### src/sv/psc_pkg.sv
// ----------------------------------------------------------------------------
// psc_pkg: shared definitions for the pretrigger sample capture block
// Sizes, register and mode codes, state encoding and result types.
// ----------------------------------------------------------------------------
package psc_pkg;

  // history ring
  localparam int HIST_DEPTH = 32;
  localparam int HIST_AW    = $clog2(HIST_DEPTH);
  localparam int FILL_W     = $clog2(HIST_DEPTH + 1);

  // row limit per trial
  localparam int MAX_ROWS = 256;
  localparam int ROWS_W   = $clog2(MAX_ROWS + 1);

  // field widths
  localparam int TIME_W = 32;
  localparam int DATA_W = 49;
  localparam int ENT_W  = TIME_W + DATA_W;
  localparam int IDX_W  = 8;
  localparam int CFG_W  = 16;

  // remainder unit
  localparam int DVD_W     = 32;
  localparam int DVS_W     = 16;
  localparam int DIV_STEPS = DVD_W;
  localparam int DIV_CW    = $clog2(DIV_STEPS + 1);

  // configuration port
  localparam int PADDR_W = 5;
  localparam int PDATA_W = 32;

  localparam logic [2:0] REG_DUMP_EN = 3'd0;
  localparam logic [2:0] REG_FIRST   = 3'd1;
  localparam logic [2:0] REG_NTH     = 3'd2;
  localparam logic [2:0] REG_LEAD    = 3'd3;
  localparam logic [2:0] REG_TAIL    = 3'd4;
  localparam logic [2:0] REG_STEP    = 3'd5;

  // item modes
  localparam logic [1:0] MODE_SAMPLE = 2'd0;
  localparam logic [1:0] MODE_BEGIN  = 2'd1;
  localparam logic [1:0] MODE_CLEAR  = 2'd2;

  // result kinds
  localparam logic KIND_ROW  = 1'b0;
  localparam logic KIND_WARN = 1'b1;

  typedef enum logic [2:0] {
    ST_IDLE,
    ST_DIV,
    ST_SETUP,
    ST_COMMIT,
    ST_READ,
    ST_EVAL,
    ST_FLUSH
  } state_e;

  typedef struct packed {
    logic              kind;
    logic [TIME_W-1:0] rel;
    logic [DATA_W-1:0] data;
    logic [IDX_W-1:0]  idx;
  } res_t;

  typedef struct packed {
    logic busy;
    logic rem_zero;
  } div_stat_t;

  // ring index wrap, value is below twice the depth
  function automatic logic [HIST_AW-1:0] wrap_idx(input logic [HIST_AW:0] v);
    logic [HIST_AW:0] r;
    r = v;
    if (v >= (HIST_AW+1)'(HIST_DEPTH)) begin
      r = v - (HIST_AW+1)'(HIST_DEPTH);
    end
    return r[HIST_AW-1:0];
  endfunction

endpackage

### src/sv/psc_ram.sv
// ----------------------------------------------------------------------------
// psc_ram: generic single-port-write, single-port-read memory
// One write and one registered read per cycle.
// ----------------------------------------------------------------------------
module psc_ram #(
  parameter int WIDTH = 8,
  parameter int DEPTH = 16
) (
  input  logic                     clk_i,
  input  logic                     we_i,
  input  logic [$clog2(DEPTH)-1:0] waddr_i,
  input  logic [WIDTH-1:0]         wdata_i,
  input  logic [$clog2(DEPTH)-1:0] raddr_i,
  output logic [WIDTH-1:0]         rdata_o
);

  logic [WIDTH-1:0] mem [DEPTH];

  // write port and registered read
  always_ff @(posedge clk_i) begin
    if (we_i) begin
      mem[waddr_i] <= wdata_i;
    end
    rdata_o <= mem[raddr_i];
  end

endmodule

### src/sv/psc_div.sv
// ----------------------------------------------------------------------------
// psc_div: bit-serial remainder unit
// Restoring division, one dividend bit per cycle, reports a zero remainder.
// ----------------------------------------------------------------------------
module psc_div (
  input  logic                      clk_i,
  input  logic                      rst_ni,
  input  logic                      start_i,
  input  logic [psc_pkg::DVD_W-1:0] dividend_i,
  input  logic [psc_pkg::DVS_W-1:0] divisor_i,
  output psc_pkg::div_stat_t        stat_o
);

  logic [psc_pkg::DIV_CW-1:0] cnt_q, cnt_d;
  logic [psc_pkg::DVD_W-1:0]  dvd_q, dvd_d;
  logic [psc_pkg::DVS_W-1:0]  dvs_q, dvs_d;
  logic [psc_pkg::DVS_W-1:0]  rem_q, rem_d;
  logic [psc_pkg::DVS_W:0]    shifted;

  // one restoring step
  always_comb begin
    cnt_d   = cnt_q;
    dvd_d   = dvd_q;
    dvs_d   = dvs_q;
    rem_d   = rem_q;
    shifted = {rem_q, dvd_q[psc_pkg::DVD_W-1]};
    if (start_i) begin
      cnt_d = psc_pkg::DIV_CW'(psc_pkg::DIV_STEPS);
      dvd_d = dividend_i;
      dvs_d = divisor_i;
      rem_d = '0;
    end else if (cnt_q != '0) begin
      if (shifted >= {1'b0, dvs_q}) begin
        rem_d = psc_pkg::DVS_W'(shifted - {1'b0, dvs_q});
      end else begin
        rem_d = shifted[psc_pkg::DVS_W-1:0];
      end
      dvd_d = {dvd_q[psc_pkg::DVD_W-2:0], 1'b0};
      cnt_d = cnt_q - 1'b1;
    end
  end

  always_ff @(posedge clk_i or negedge rst_ni) begin
    if (!rst_ni) begin
      cnt_q <= '0;
      dvd_q <= '0;
      dvs_q <= '0;
      rem_q <= '0;
    end else begin
      cnt_q <= cnt_d;
      dvd_q <= dvd_d;
      dvs_q <= dvs_d;
      rem_q <= rem_d;
    end
  end

  assign stat_o.busy     = (cnt_q != '0);
  assign stat_o.rem_zero = (rem_q == '0);

endmodule

### src/sv/pretrigger_sample_capture_core.sv
// ----------------------------------------------------------------------------
// pretrigger_sample_capture_core: history trace with a pre-trigger window
// Collapses samples per millisecond, keeps a history ring and emits
// timestamped rows around a trial trigger.
// ----------------------------------------------------------------------------
// Items are taken one at a time. A sample item is accepted, committed into
// the history memory and then its result is flushed. A begin item waits on
// the serial remainder unit to test the every-nth rule, then opens the
// window, commits the pending sample and, if the trial is captured, replays
// the history ring entry by entry through the registered read of the
// history memory, ends the walk and flushes. A clear item is handled as it
// is accepted. Each result waits for a free output register, so a stalled
// output holds the item back. The last result of an item carries last.
// ----------------------------------------------------------------------------
module pretrigger_sample_capture_core (
  input  logic                        clk_i,
  input  logic                        rst_ni,
  // configuration
  input  logic                        psel,
  input  logic                        penable,
  input  logic                        pwrite,
  input  logic [psc_pkg::PADDR_W-1:0] paddr,
  input  logic [psc_pkg::PDATA_W-1:0] pwdata,
  output logic [psc_pkg::PDATA_W-1:0] prdata,
  output logic                        pready,
  // input items
  input  logic                        in_valid_i,
  output logic                        in_ready_o,
  input  logic [1:0]                  mode_i,
  input  logic [31:0]                 sample_ms_i,
  input  logic [15:0]                 level_now_i,
  input  logic [15:0]                 envelope_i,
  input  logic [15:0]                 peak_level_i,
  input  logic                        gate_open_i,
  input  logic [31:0]                 trial_number_i,
  input  logic [31:0]                 trigger_ms_i,
  // result items
  output logic                        out_valid_o,
  input  logic                        out_ready_i,
  output logic                        kind_o,
  output logic signed [31:0]          rel_ms_o,
  output logic [15:0]                 row_level_o,
  output logic [15:0]                 row_envelope_o,
  output logic [15:0]                 row_peak_o,
  output logic                        row_open_o,
  output logic [7:0]                  row_index_o,
  output logic                        last_o
);

  localparam int TW = psc_pkg::TIME_W;
  localparam int DW = psc_pkg::DATA_W;
  localparam int AW = psc_pkg::HIST_AW;

  // configuration registers
  logic                     dump_en_q;
  logic [psc_pkg::CFG_W-1:0] first_q, nth_q, lead_q, tail_q, step_q;

  // item registers
  logic [1:0]    it_mode_q;
  logic [TW-1:0] it_ts_q, it_trial_q, it_trig_q;
  logic [DW-1:0] it_data_q;

  // capture state
  psc_pkg::state_e        state_q, state_d;
  logic                   pend_v_q;
  logic [TW-1:0]          pend_t_q;
  logic [DW-1:0]          pend_d_q;
  logic [AW-1:0]          head_q;
  logic [psc_pkg::FILL_W-1:0] fill_q, ridx_q;
  logic                   sel_q, cap_q, warned_q;
  logic [TW-1:0]          trig_q, ws_q, we_q, ne_q;
  logic [psc_pkg::ROWS_W-1:0] rows_q;

  // result staging and output register
  logic          stage_v_q, out_v_q, out_last_q;
  psc_pkg::res_t stage_q, out_q;

  // datapath controls
  logic                  accept, ofree;
  logic                  cm_do, cm_hit, cm_row, cm_warn;
  logic [TW-1:0]         cm_now;
  logic                  ev_ok, ev_row, ev_warn, ev_stop;
  logic [TW-1:0]         ev_t;
  logic [DW-1:0]         ev_d;
  logic                  new_v, flush;
  psc_pkg::res_t         new_res;
  logic [TW-1:0]         row_t;
  logic                  ram_we;
  logic [AW-1:0]         ram_wa, ram_ra;
  logic [psc_pkg::ENT_W-1:0] ram_rd;
  psc_pkg::div_stat_t    div_stat;
  logic                  first_sel, nth_sel;
  logic [TW-1:0]         lead_ext;
  logic                  cfg_we;

  assign accept = in_valid_i && in_ready_o;
  assign ofree  = !out_v_q || out_ready_i;
  assign in_ready_o = (state_q == psc_pkg::ST_IDLE);

  // configuration port
  assign pready = 1'b1;
  assign cfg_we = psel && penable && pwrite;

  always_ff @(posedge clk_i or negedge rst_ni) begin
    if (!rst_ni) begin
      dump_en_q <= 1'b0;
      first_q   <= '0;
      nth_q     <= '0;
      lead_q    <= '0;
      tail_q    <= '0;
      step_q    <= '0;
    end else if (cfg_we) begin
      case (paddr[4:2])
        psc_pkg::REG_DUMP_EN: dump_en_q <= pwdata[0];
        psc_pkg::REG_FIRST:   first_q   <= pwdata[psc_pkg::CFG_W-1:0];
        psc_pkg::REG_NTH:     nth_q     <= pwdata[psc_pkg::CFG_W-1:0];
        psc_pkg::REG_LEAD:    lead_q    <= pwdata[psc_pkg::CFG_W-1:0];
        psc_pkg::REG_TAIL:    tail_q    <= pwdata[psc_pkg::CFG_W-1:0];
        psc_pkg::REG_STEP:    step_q    <= pwdata[psc_pkg::CFG_W-1:0];
        default: ;
      endcase
    end
  end

  // register readback
  always_comb begin
    case (paddr[4:2])
      psc_pkg::REG_DUMP_EN: prdata = {31'd0, dump_en_q};
      psc_pkg::REG_FIRST:   prdata = {16'd0, first_q};
      psc_pkg::REG_NTH:     prdata = {16'd0, nth_q};
      psc_pkg::REG_LEAD:    prdata = {16'd0, lead_q};
      psc_pkg::REG_TAIL:    prdata = {16'd0, tail_q};
      psc_pkg::REG_STEP:    prdata = {16'd0, step_q};
      default:              prdata = '0;
    endcase
  end

  // every-nth remainder
  psc_div u_div (
    .clk_i      (clk_i),
    .rst_ni     (rst_ni),
    .start_i    (accept && (mode_i == psc_pkg::MODE_BEGIN)),
    .dividend_i (trial_number_i),
    .divisor_i  (nth_q),
    .stat_o     (div_stat)
  );

  // history memory, time in the upper bits
  psc_ram #(
    .WIDTH (psc_pkg::ENT_W),
    .DEPTH (psc_pkg::HIST_DEPTH)
  ) u_hist (
    .clk_i   (clk_i),
    .we_i    (ram_we),
    .waddr_i (ram_wa),
    .wdata_i ({pend_t_q, pend_d_q}),
    .raddr_i (ram_ra),
    .rdata_o (ram_rd)
  );

  // next state
  always_comb begin
    state_d = state_q;
    case (state_q)
      psc_pkg::ST_IDLE: begin
        if (accept) begin
          if (mode_i == psc_pkg::MODE_SAMPLE) begin
            state_d = psc_pkg::ST_COMMIT;
          end else if (mode_i == psc_pkg::MODE_BEGIN) begin
            state_d = psc_pkg::ST_DIV;
          end
        end
      end
      psc_pkg::ST_DIV: begin
        if (!div_stat.busy) begin
          state_d = psc_pkg::ST_SETUP;
        end
      end
      psc_pkg::ST_SETUP: state_d = psc_pkg::ST_COMMIT;
      psc_pkg::ST_COMMIT: begin
        if (ofree) begin
          if (it_mode_q == psc_pkg::MODE_BEGIN && cap_q) begin
            state_d = psc_pkg::ST_READ;
          end else begin
            state_d = psc_pkg::ST_FLUSH;
          end
        end
      end
      psc_pkg::ST_READ: begin
        if (ridx_q == fill_q) begin
          state_d = psc_pkg::ST_FLUSH;
        end else begin
          state_d = psc_pkg::ST_EVAL;
        end
      end
      psc_pkg::ST_EVAL: begin
        if (ofree) begin
          state_d = ev_stop ? psc_pkg::ST_FLUSH : psc_pkg::ST_READ;
        end
      end
      psc_pkg::ST_FLUSH: begin
        if (ofree) begin
          state_d = psc_pkg::ST_IDLE;
        end
      end
      default: state_d = psc_pkg::ST_IDLE;
    endcase
  end

  // datapath controls
  always_comb begin
    // selection and window
    lead_ext  = {16'd0, lead_q};
    first_sel = (first_q != '0) && (it_trial_q <= {16'd0, first_q});
    nth_sel   = (nth_q != '0) && div_stat.rem_zero;

    // commit of the pending sample
    cm_now  = (it_mode_q == psc_pkg::MODE_BEGIN) ? it_trig_q + 32'd1 : it_ts_q;
    cm_do   = (state_q == psc_pkg::ST_COMMIT) && ofree && pend_v_q && (pend_t_q < cm_now);
    cm_hit  = cm_do && cap_q && sel_q && (pend_t_q >= ws_q) && (pend_t_q <= we_q)
              && (pend_t_q >= ne_q);
    cm_row  = cm_hit && (rows_q < psc_pkg::ROWS_W'(psc_pkg::MAX_ROWS));
    cm_warn = cm_hit && !cm_row && !warned_q;

    ram_we = cm_do;
    if (fill_q < psc_pkg::FILL_W'(psc_pkg::HIST_DEPTH)) begin
      ram_wa = psc_pkg::wrap_idx((AW+1)'(head_q) + (AW+1)'(fill_q));
    end else begin
      ram_wa = head_q;
    end
    ram_ra = psc_pkg::wrap_idx((AW+1)'(head_q) + (AW+1)'(ridx_q));

    // replay of one history entry
    ev_t    = ram_rd[psc_pkg::ENT_W-1 -: TW];
    ev_d    = ram_rd[DW-1:0];
    ev_ok   = (ev_t >= ws_q) && (ev_t <= trig_q) && (ev_t >= ne_q);
    ev_row  = (state_q == psc_pkg::ST_EVAL) && ofree && ev_ok
              && (rows_q < psc_pkg::ROWS_W'(psc_pkg::MAX_ROWS));
    ev_warn = (state_q == psc_pkg::ST_EVAL) && ofree && ev_ok && !ev_row && !warned_q;
    ev_stop = (ev_t >= ws_q) && ((ev_t > trig_q) || (ev_ok && !ev_row && !warned_q));

    // new result
    new_v   = cm_row || cm_warn || ev_row || ev_warn;
    row_t   = (state_q == psc_pkg::ST_EVAL) ? ev_t : pend_t_q;
    new_res = '0;
    if (cm_row || ev_row) begin
      new_res.kind = psc_pkg::KIND_ROW;
      new_res.rel  = row_t - trig_q;
      new_res.data = (state_q == psc_pkg::ST_EVAL) ? ev_d : pend_d_q;
      new_res.idx  = psc_pkg::IDX_W'(rows_q);
    end else if (cm_warn || ev_warn) begin
      new_res.kind = psc_pkg::KIND_WARN;
    end
    flush = (state_q == psc_pkg::ST_FLUSH) && ofree && stage_v_q;
  end

  // capture state update
  always_ff @(posedge clk_i or negedge rst_ni) begin
    if (!rst_ni) begin
      state_q  <= psc_pkg::ST_IDLE;
      pend_v_q <= 1'b0;
      pend_t_q <= '0;
      pend_d_q <= '0;
      head_q   <= '0;
      fill_q   <= '0;
      ridx_q   <= '0;
      sel_q    <= 1'b0;
      cap_q    <= 1'b0;
      warned_q <= 1'b0;
      trig_q   <= '0;
      ws_q     <= '0;
      we_q     <= '0;
      ne_q     <= '0;
      rows_q   <= '0;
    end else begin
      state_q <= state_d;

      // clear item
      if (accept && mode_i == psc_pkg::MODE_CLEAR) begin
        pend_v_q <= 1'b0;
        pend_t_q <= '0;
        pend_d_q <= '0;
        head_q   <= '0;
        fill_q   <= '0;
        sel_q    <= 1'b0;
        cap_q    <= 1'b0;
        trig_q   <= '0;
        ws_q     <= '0;
        we_q     <= '0;
        ne_q     <= '0;
        rows_q   <= '0;
      end

      // open the trial window
      if (state_q == psc_pkg::ST_SETUP) begin
        sel_q  <= dump_en_q && (first_sel || nth_sel);
        cap_q  <= dump_en_q && (first_sel || nth_sel);
        trig_q <= it_trig_q;
        if (it_trig_q > lead_ext) begin
          ws_q <= it_trig_q - lead_ext;
          ne_q <= it_trig_q - lead_ext;
        end else begin
          ws_q <= '0;
          ne_q <= '0;
        end
        we_q   <= it_trig_q + {16'd0, tail_q};
        rows_q <= '0;
        ridx_q <= '0;
      end

      // commit into the ring
      if (cm_do) begin
        if (fill_q < psc_pkg::FILL_W'(psc_pkg::HIST_DEPTH)) begin
          fill_q <= fill_q + 1'b1;
        end else begin
          head_q <= psc_pkg::wrap_idx((AW+1)'(head_q) + (AW+1)'(1));
        end
      end

      // pending sample, replaced by a sample item or emptied by a commit
      if (state_q == psc_pkg::ST_COMMIT && ofree && it_mode_q == psc_pkg::MODE_SAMPLE) begin
        pend_v_q <= 1'b1;
        pend_t_q <= it_ts_q;
        pend_d_q <= it_data_q;
      end else if (cm_do) begin
        pend_v_q <= 1'b0;
        pend_t_q <= '0;
        pend_d_q <= '0;
      end

      // row bookkeeping
      if (cm_row || ev_row) begin
        rows_q <= rows_q + 1'b1;
        ne_q   <= row_t + {16'd0, step_q};
      end
      if (cm_warn || ev_warn) begin
        warned_q <= 1'b1;
      end
      if ((cm_hit && !cm_row) || ev_warn) begin
        cap_q <= 1'b0;
      end

      // replay walk
      if (state_q == psc_pkg::ST_EVAL && ofree) begin
        ridx_q <= ridx_q + 1'b1;
      end
    end
  end

  // item capture
  always_ff @(posedge clk_i) begin
    if (accept) begin
      it_mode_q  <= mode_i;
      it_ts_q    <= sample_ms_i;
      it_data_q  <= {gate_open_i, peak_level_i, envelope_i, level_now_i};
      it_trial_q <= trial_number_i;
      it_trig_q  <= trigger_ms_i;
    end
  end

  // result staging, held back one so the final one can carry last
  always_ff @(posedge clk_i or negedge rst_ni) begin
    if (!rst_ni) begin
      stage_v_q  <= 1'b0;
      stage_q    <= '0;
      out_v_q    <= 1'b0;
      out_q      <= '0;
      out_last_q <= 1'b0;
    end else begin
      if (flush) begin
        out_q      <= stage_q;
        out_last_q <= 1'b1;
        out_v_q    <= 1'b1;
        stage_v_q  <= 1'b0;
      end else if (new_v) begin
        if (stage_v_q) begin
          out_q      <= stage_q;
          out_last_q <= 1'b0;
          out_v_q    <= 1'b1;
        end else if (out_ready_i) begin
          out_v_q <= 1'b0;
        end
        stage_q   <= new_res;
        stage_v_q <= 1'b1;
      end else if (out_ready_i) begin
        out_v_q <= 1'b0;
      end
    end
  end

  // output ports
  assign out_valid_o    = out_v_q;
  assign kind_o         = out_q.kind;
  assign rel_ms_o       = signed'(out_q.rel);
  assign row_level_o    = out_q.data[15:0];
  assign row_envelope_o = out_q.data[31:16];
  assign row_peak_o     = out_q.data[47:32];
  assign row_open_o     = out_q.data[48];
  assign row_index_o    = out_q.idx;
  assign last_o         = out_last_q;

`ifndef SYNTHESIS
  // no result stays staged once an item is done
  a_stage_empty_idle: assert property (@(posedge clk_i) disable iff (!rst_ni)
    (state_q == psc_pkg::ST_IDLE) |-> !stage_v_q)
    else $error("staged result left behind at idle");

  // history fill never passes the ring depth
  a_fill_bound: assert property (@(posedge clk_i) disable iff (!rst_ni)
    fill_q <= psc_pkg::FILL_W'(psc_pkg::HIST_DEPTH))
    else $error("history fill beyond depth");

  // row count never passes the limit
  a_rows_bound: assert property (@(posedge clk_i) disable iff (!rst_ni)
    rows_q <= psc_pkg::ROWS_W'(psc_pkg::MAX_ROWS))
    else $error("row count beyond limit");

  // the warning flag is sticky, even through a clear item
  a_warned_sticky: assert property (@(posedge clk_i) disable iff (!rst_ni)
    warned_q |=> warned_q)
    else $error("warning flag dropped");
`endif

endmodule
### config.mk
export PLATFORM = sky130hd
export DESIGN_NAME = pretrigger_sample_capture_core
export DESIGN_NICKNAME = d
export VERILOG_FILES = /design/src/sv/psc_pkg.sv /design/src/sv/psc_ram.sv /design/src/sv/psc_div.sv /design/src/sv/pretrigger_sample_capture_core.sv
export SDC_FILE = /design/constraint.sdc
export NUM_CORES = 2
export LEC_CHECK = 0
export ABC_AREA = 0
export BUFFER_PORTS_ARGS = -buffer_cell sky130_fd_sc_hd__clkbuf_2
export CORE_UTILIZATION = 35
export DETAILED_ROUTE_END_ITERATION = 8
export PLACE_DENSITY = 0.58
export SYNTH_ARGS = -nofsm -noshare
export SYNTH_HDL_FRONTEND = slang
export SYNTH_HIERARCHICAL = 1
export SYNTH_SLANG_ARGS = --single-unit
### constraint.sdc
create_clock -name clk_i -period 10.1 [get_ports clk_i]
set_input_delay 1.01 -clock clk_i [delete_from_list [all_inputs] [get_ports clk_i]]
set_output_delay 1.01 -clock clk_i [all_outputs]
set_load 0.005 [all_outputs]
==> out/summary.txt <==
Worst Tran Pin Value - 1410 ps
Port Buf Inserts - 281
CTS-repair resized insts - 0
Die W - 636 µm
Hold slack - 57.0 ps
Status - completed
Max capacitance violation total - 0
Largest cells by area after synthesis - edfxtp_1 (58%), dfrtp_1 (10%), mux2i_1 (5.4%)
Max rail drop VDD - 0.000164 V
Max clock buf depth - 4
TritonCTS Buffers - 357
Yosys cell types - 99
Synth Warn # - 6
Setup Skew - 90.5 ps
Pwr Total - 40.9 mW
Share of cells above drive strength 1 - 0.178
Antenna violations before repair - 20
Slew Limit Fails - 0
Avg Inst Size Synth - 16.6 µm²
Power per cell area - 255 mW/mm²
Total gr overflow - 0
Routed len/inst - 28.5 µm
Crit Path Max Fanout - 23
Root Driver - clkbuf_16
Vias in the first global route - 81.2k
Pin count of the biggest net entering global routing - 169
Crit Path Class - reg -> reg
Final Cell Area - 0.161 mm²
Area of the mapped netlist - 0.141 mm²
Hpwl dp - 242 mm
Cells after synthesis - 8,481
CP max stage cell - nor2_4
CTS tree - built
Crit path largest cell delay - 1310 ps
P_leak - 56.0 nW
CTS Hold Bufs - 0
Drt pass-1 iters - 8
# rows - 232
Vias/cell - 5.58
CP most frequent cell - and3_1
Final hold vios - 0
WL final - 412 mm
Initial Utilization - 0.352
Async set-reset flop share out of synthesis - 0.170
Clk Latency, worst-skew pair - 970 ps
Worst hold path type - in -> async
CP Capture Type - register
Yosys top cell area share - 0.585
Dominant cell type by area after synthesis - edfxtp_1
Cell with the most instances after synthesis - edfxtp_1
Reg2Reg Setup Slack - 2880 ps
Drt initial violations - 7,510
Post-CTS Setup Inserts - 0
Synth top cells by count - edfxtp_1 (2,739), mux2i_1 (756), dfrtp_1 (576)
Fmax - 0.138 GHz
Clock slew at reported path FFs - 60 ps
Die Span Y - 636 µm
WP data arrival - 7790 ps
P&R area growth vs syn - 14.2%
Post-route insts no fill - 14.5k
RSZ-0062 raised after global routing - no
Final nets - 9,416
DRC - 0
Most used flip-flop cell after synthesis - edfxtp_1
Global-route usage over all layers - 0.198
First-pass GRT wire length - 587 mm
Post-layout min period - 7220 ps
# IOs - 317
Clock Sinks - 3,396
Critical Path Start Type - register
Post-route setup TNS - 0 ps
Flops & latches, synth - 3,396
Vias - 80.8k
Critical-path cell list - and3_1, and4_1, and3_1, and3_1, nand4_1, or3_1, nor2_1, xor2_1, mux2i_1, ha_1, a21oi_1, nor2b_1, o21ai_0, o2111ai_1, a21oi_1, o21a_2, nand3_1, nor2_4, buf_4
CP required - 10,660 ps
Dpl cell area - 0.149 mm²
Final setup vio count - 0
Post-synthesis sequential area ratio - 0.699
Core area - 0.400 mm²
Antenna Violating Nets Remaining - 0
H-tree lvl count - 5
Routability Congestion - 0.876
Cells after DPL - 13.8k
Slew HR - 0.0601
Part of the cycle the worst path needs - 0.715
Die ar. - 0.405 mm²
Post-synth EDFFs - 2,739
-- critical path: cells and delay by family, from the launching register on --
family	cells	cell delay, ps
AO/OA/AOI/OAI	5	1060
XOR/XNOR	1	180
adder cells (fa/ha/maj)	1	300
buffers and inverters	1	620
flip-flops	1	580
multiplexers	1	90
AND/OR/NAND/NOR	10	3910
-- routing by layer --
layer  up-vias  GRT usage  routed length, µm
met3       565     0.0256              26700
li1      34500          -                  -
met2      3014      0.325             197000
met1     42700      0.276             175000
met5         -          0                 49
met4         8     0.0595              12900
-- report_power, final --
part | internal (mW) | leakage, nW | switching (mW)
combinational | 3.59 | 17.2 | 5.64
sequential | 17.2 | 33.1 | 1.34
clock | 7.59 | 5.74 | 5.54
total | 28.4 | 56.0 | 12.5
-- stage by stage --
step | util | worst slack (ps)
6_report | 0.402 | 2880
3_3_place_gp | 0.372 | 2750
4_1_cts | 0.402 | 2870
2_1_floorplan | - | 2300
3_5_place_dp | 0.372 | 2900
5_1_grt | 0.402 | 2550
-- cells in the final DEF (no fill, tap or decap), drive strengths merged, types with 70 or more instances in the layout --
cell and count:
a21o 113, a21oi 194, a22o 167, a22oi 425, a31oi 80, buf 187
clkbuf 756, clkinv 135, dfrtp 576, dfxtp 81, edfxtp 2739, ha 348
inv 253, mux2 199, mux2i 756, mux4 334, nand2 283, nand3 223
nand4 89, nor2 204, o21ai 198, xnor2 84, xor2 70
-- final timing paths --
check,to,cells after the start,from
setup / recovery,u_hist/mem[31][16],19,it_trig_q[4]
hold / removal,rel_ms_o[14],1,rst_ni
min in group clk_i,it_data_q[34],1,peak_level_i[2]
max in group asynchronous,u_div/dvd_q[11],3,rst_ni
hold reg to reg,stage_q[10],2,u_hist/rdata_o[2]
setup reg to reg,u_hist/mem[31][16],19,it_trig_q[4]
-- layout make-up --
type                    count  area (µm²)
clock inverters           188        1900
inverters                 236         898
well taps                5265        6590
clock buffers             476        9830
diodes                     25        62.6
multi-input cells        4412       39800
flip-flops and latches   3396       98300
fillers                 35700      239000
repair buffers            467        3230
-- registers in the layout, summed over array words and instances (netlist names), 32 cells and up --
name	count
u_hist/mem	2592
stage_q	90
u_hist/rdata_o	81
it_data_q	49
pend_d_q	49
it_trial_q	32
it_trig_q	32
it_ts_q	32
ne_q	32
pend_t_q	32
rel_ms_o	32
trig_q	32
u_div/dvd_q	32
we_q	32
ws_q	32
-- logic make-up (layout without fill, tap and decap cells) --
group,Yosys count,in the layout,synth area share
and+or+nand+nor,1080,1080,0.0382
other,2,42,0.0000534
buffers and inverters,688,1367,0.0220
DFF,3396,3396,0.699
AOI/OAI and AO/OA,1517,1517,0.0764
adders and majority gates,355,355,0.0319
muxes,1289,1289,0.123
xor gates and xnor gates,154,154,0.00959
No activity file was read; power rests on OpenSTA's default activity.
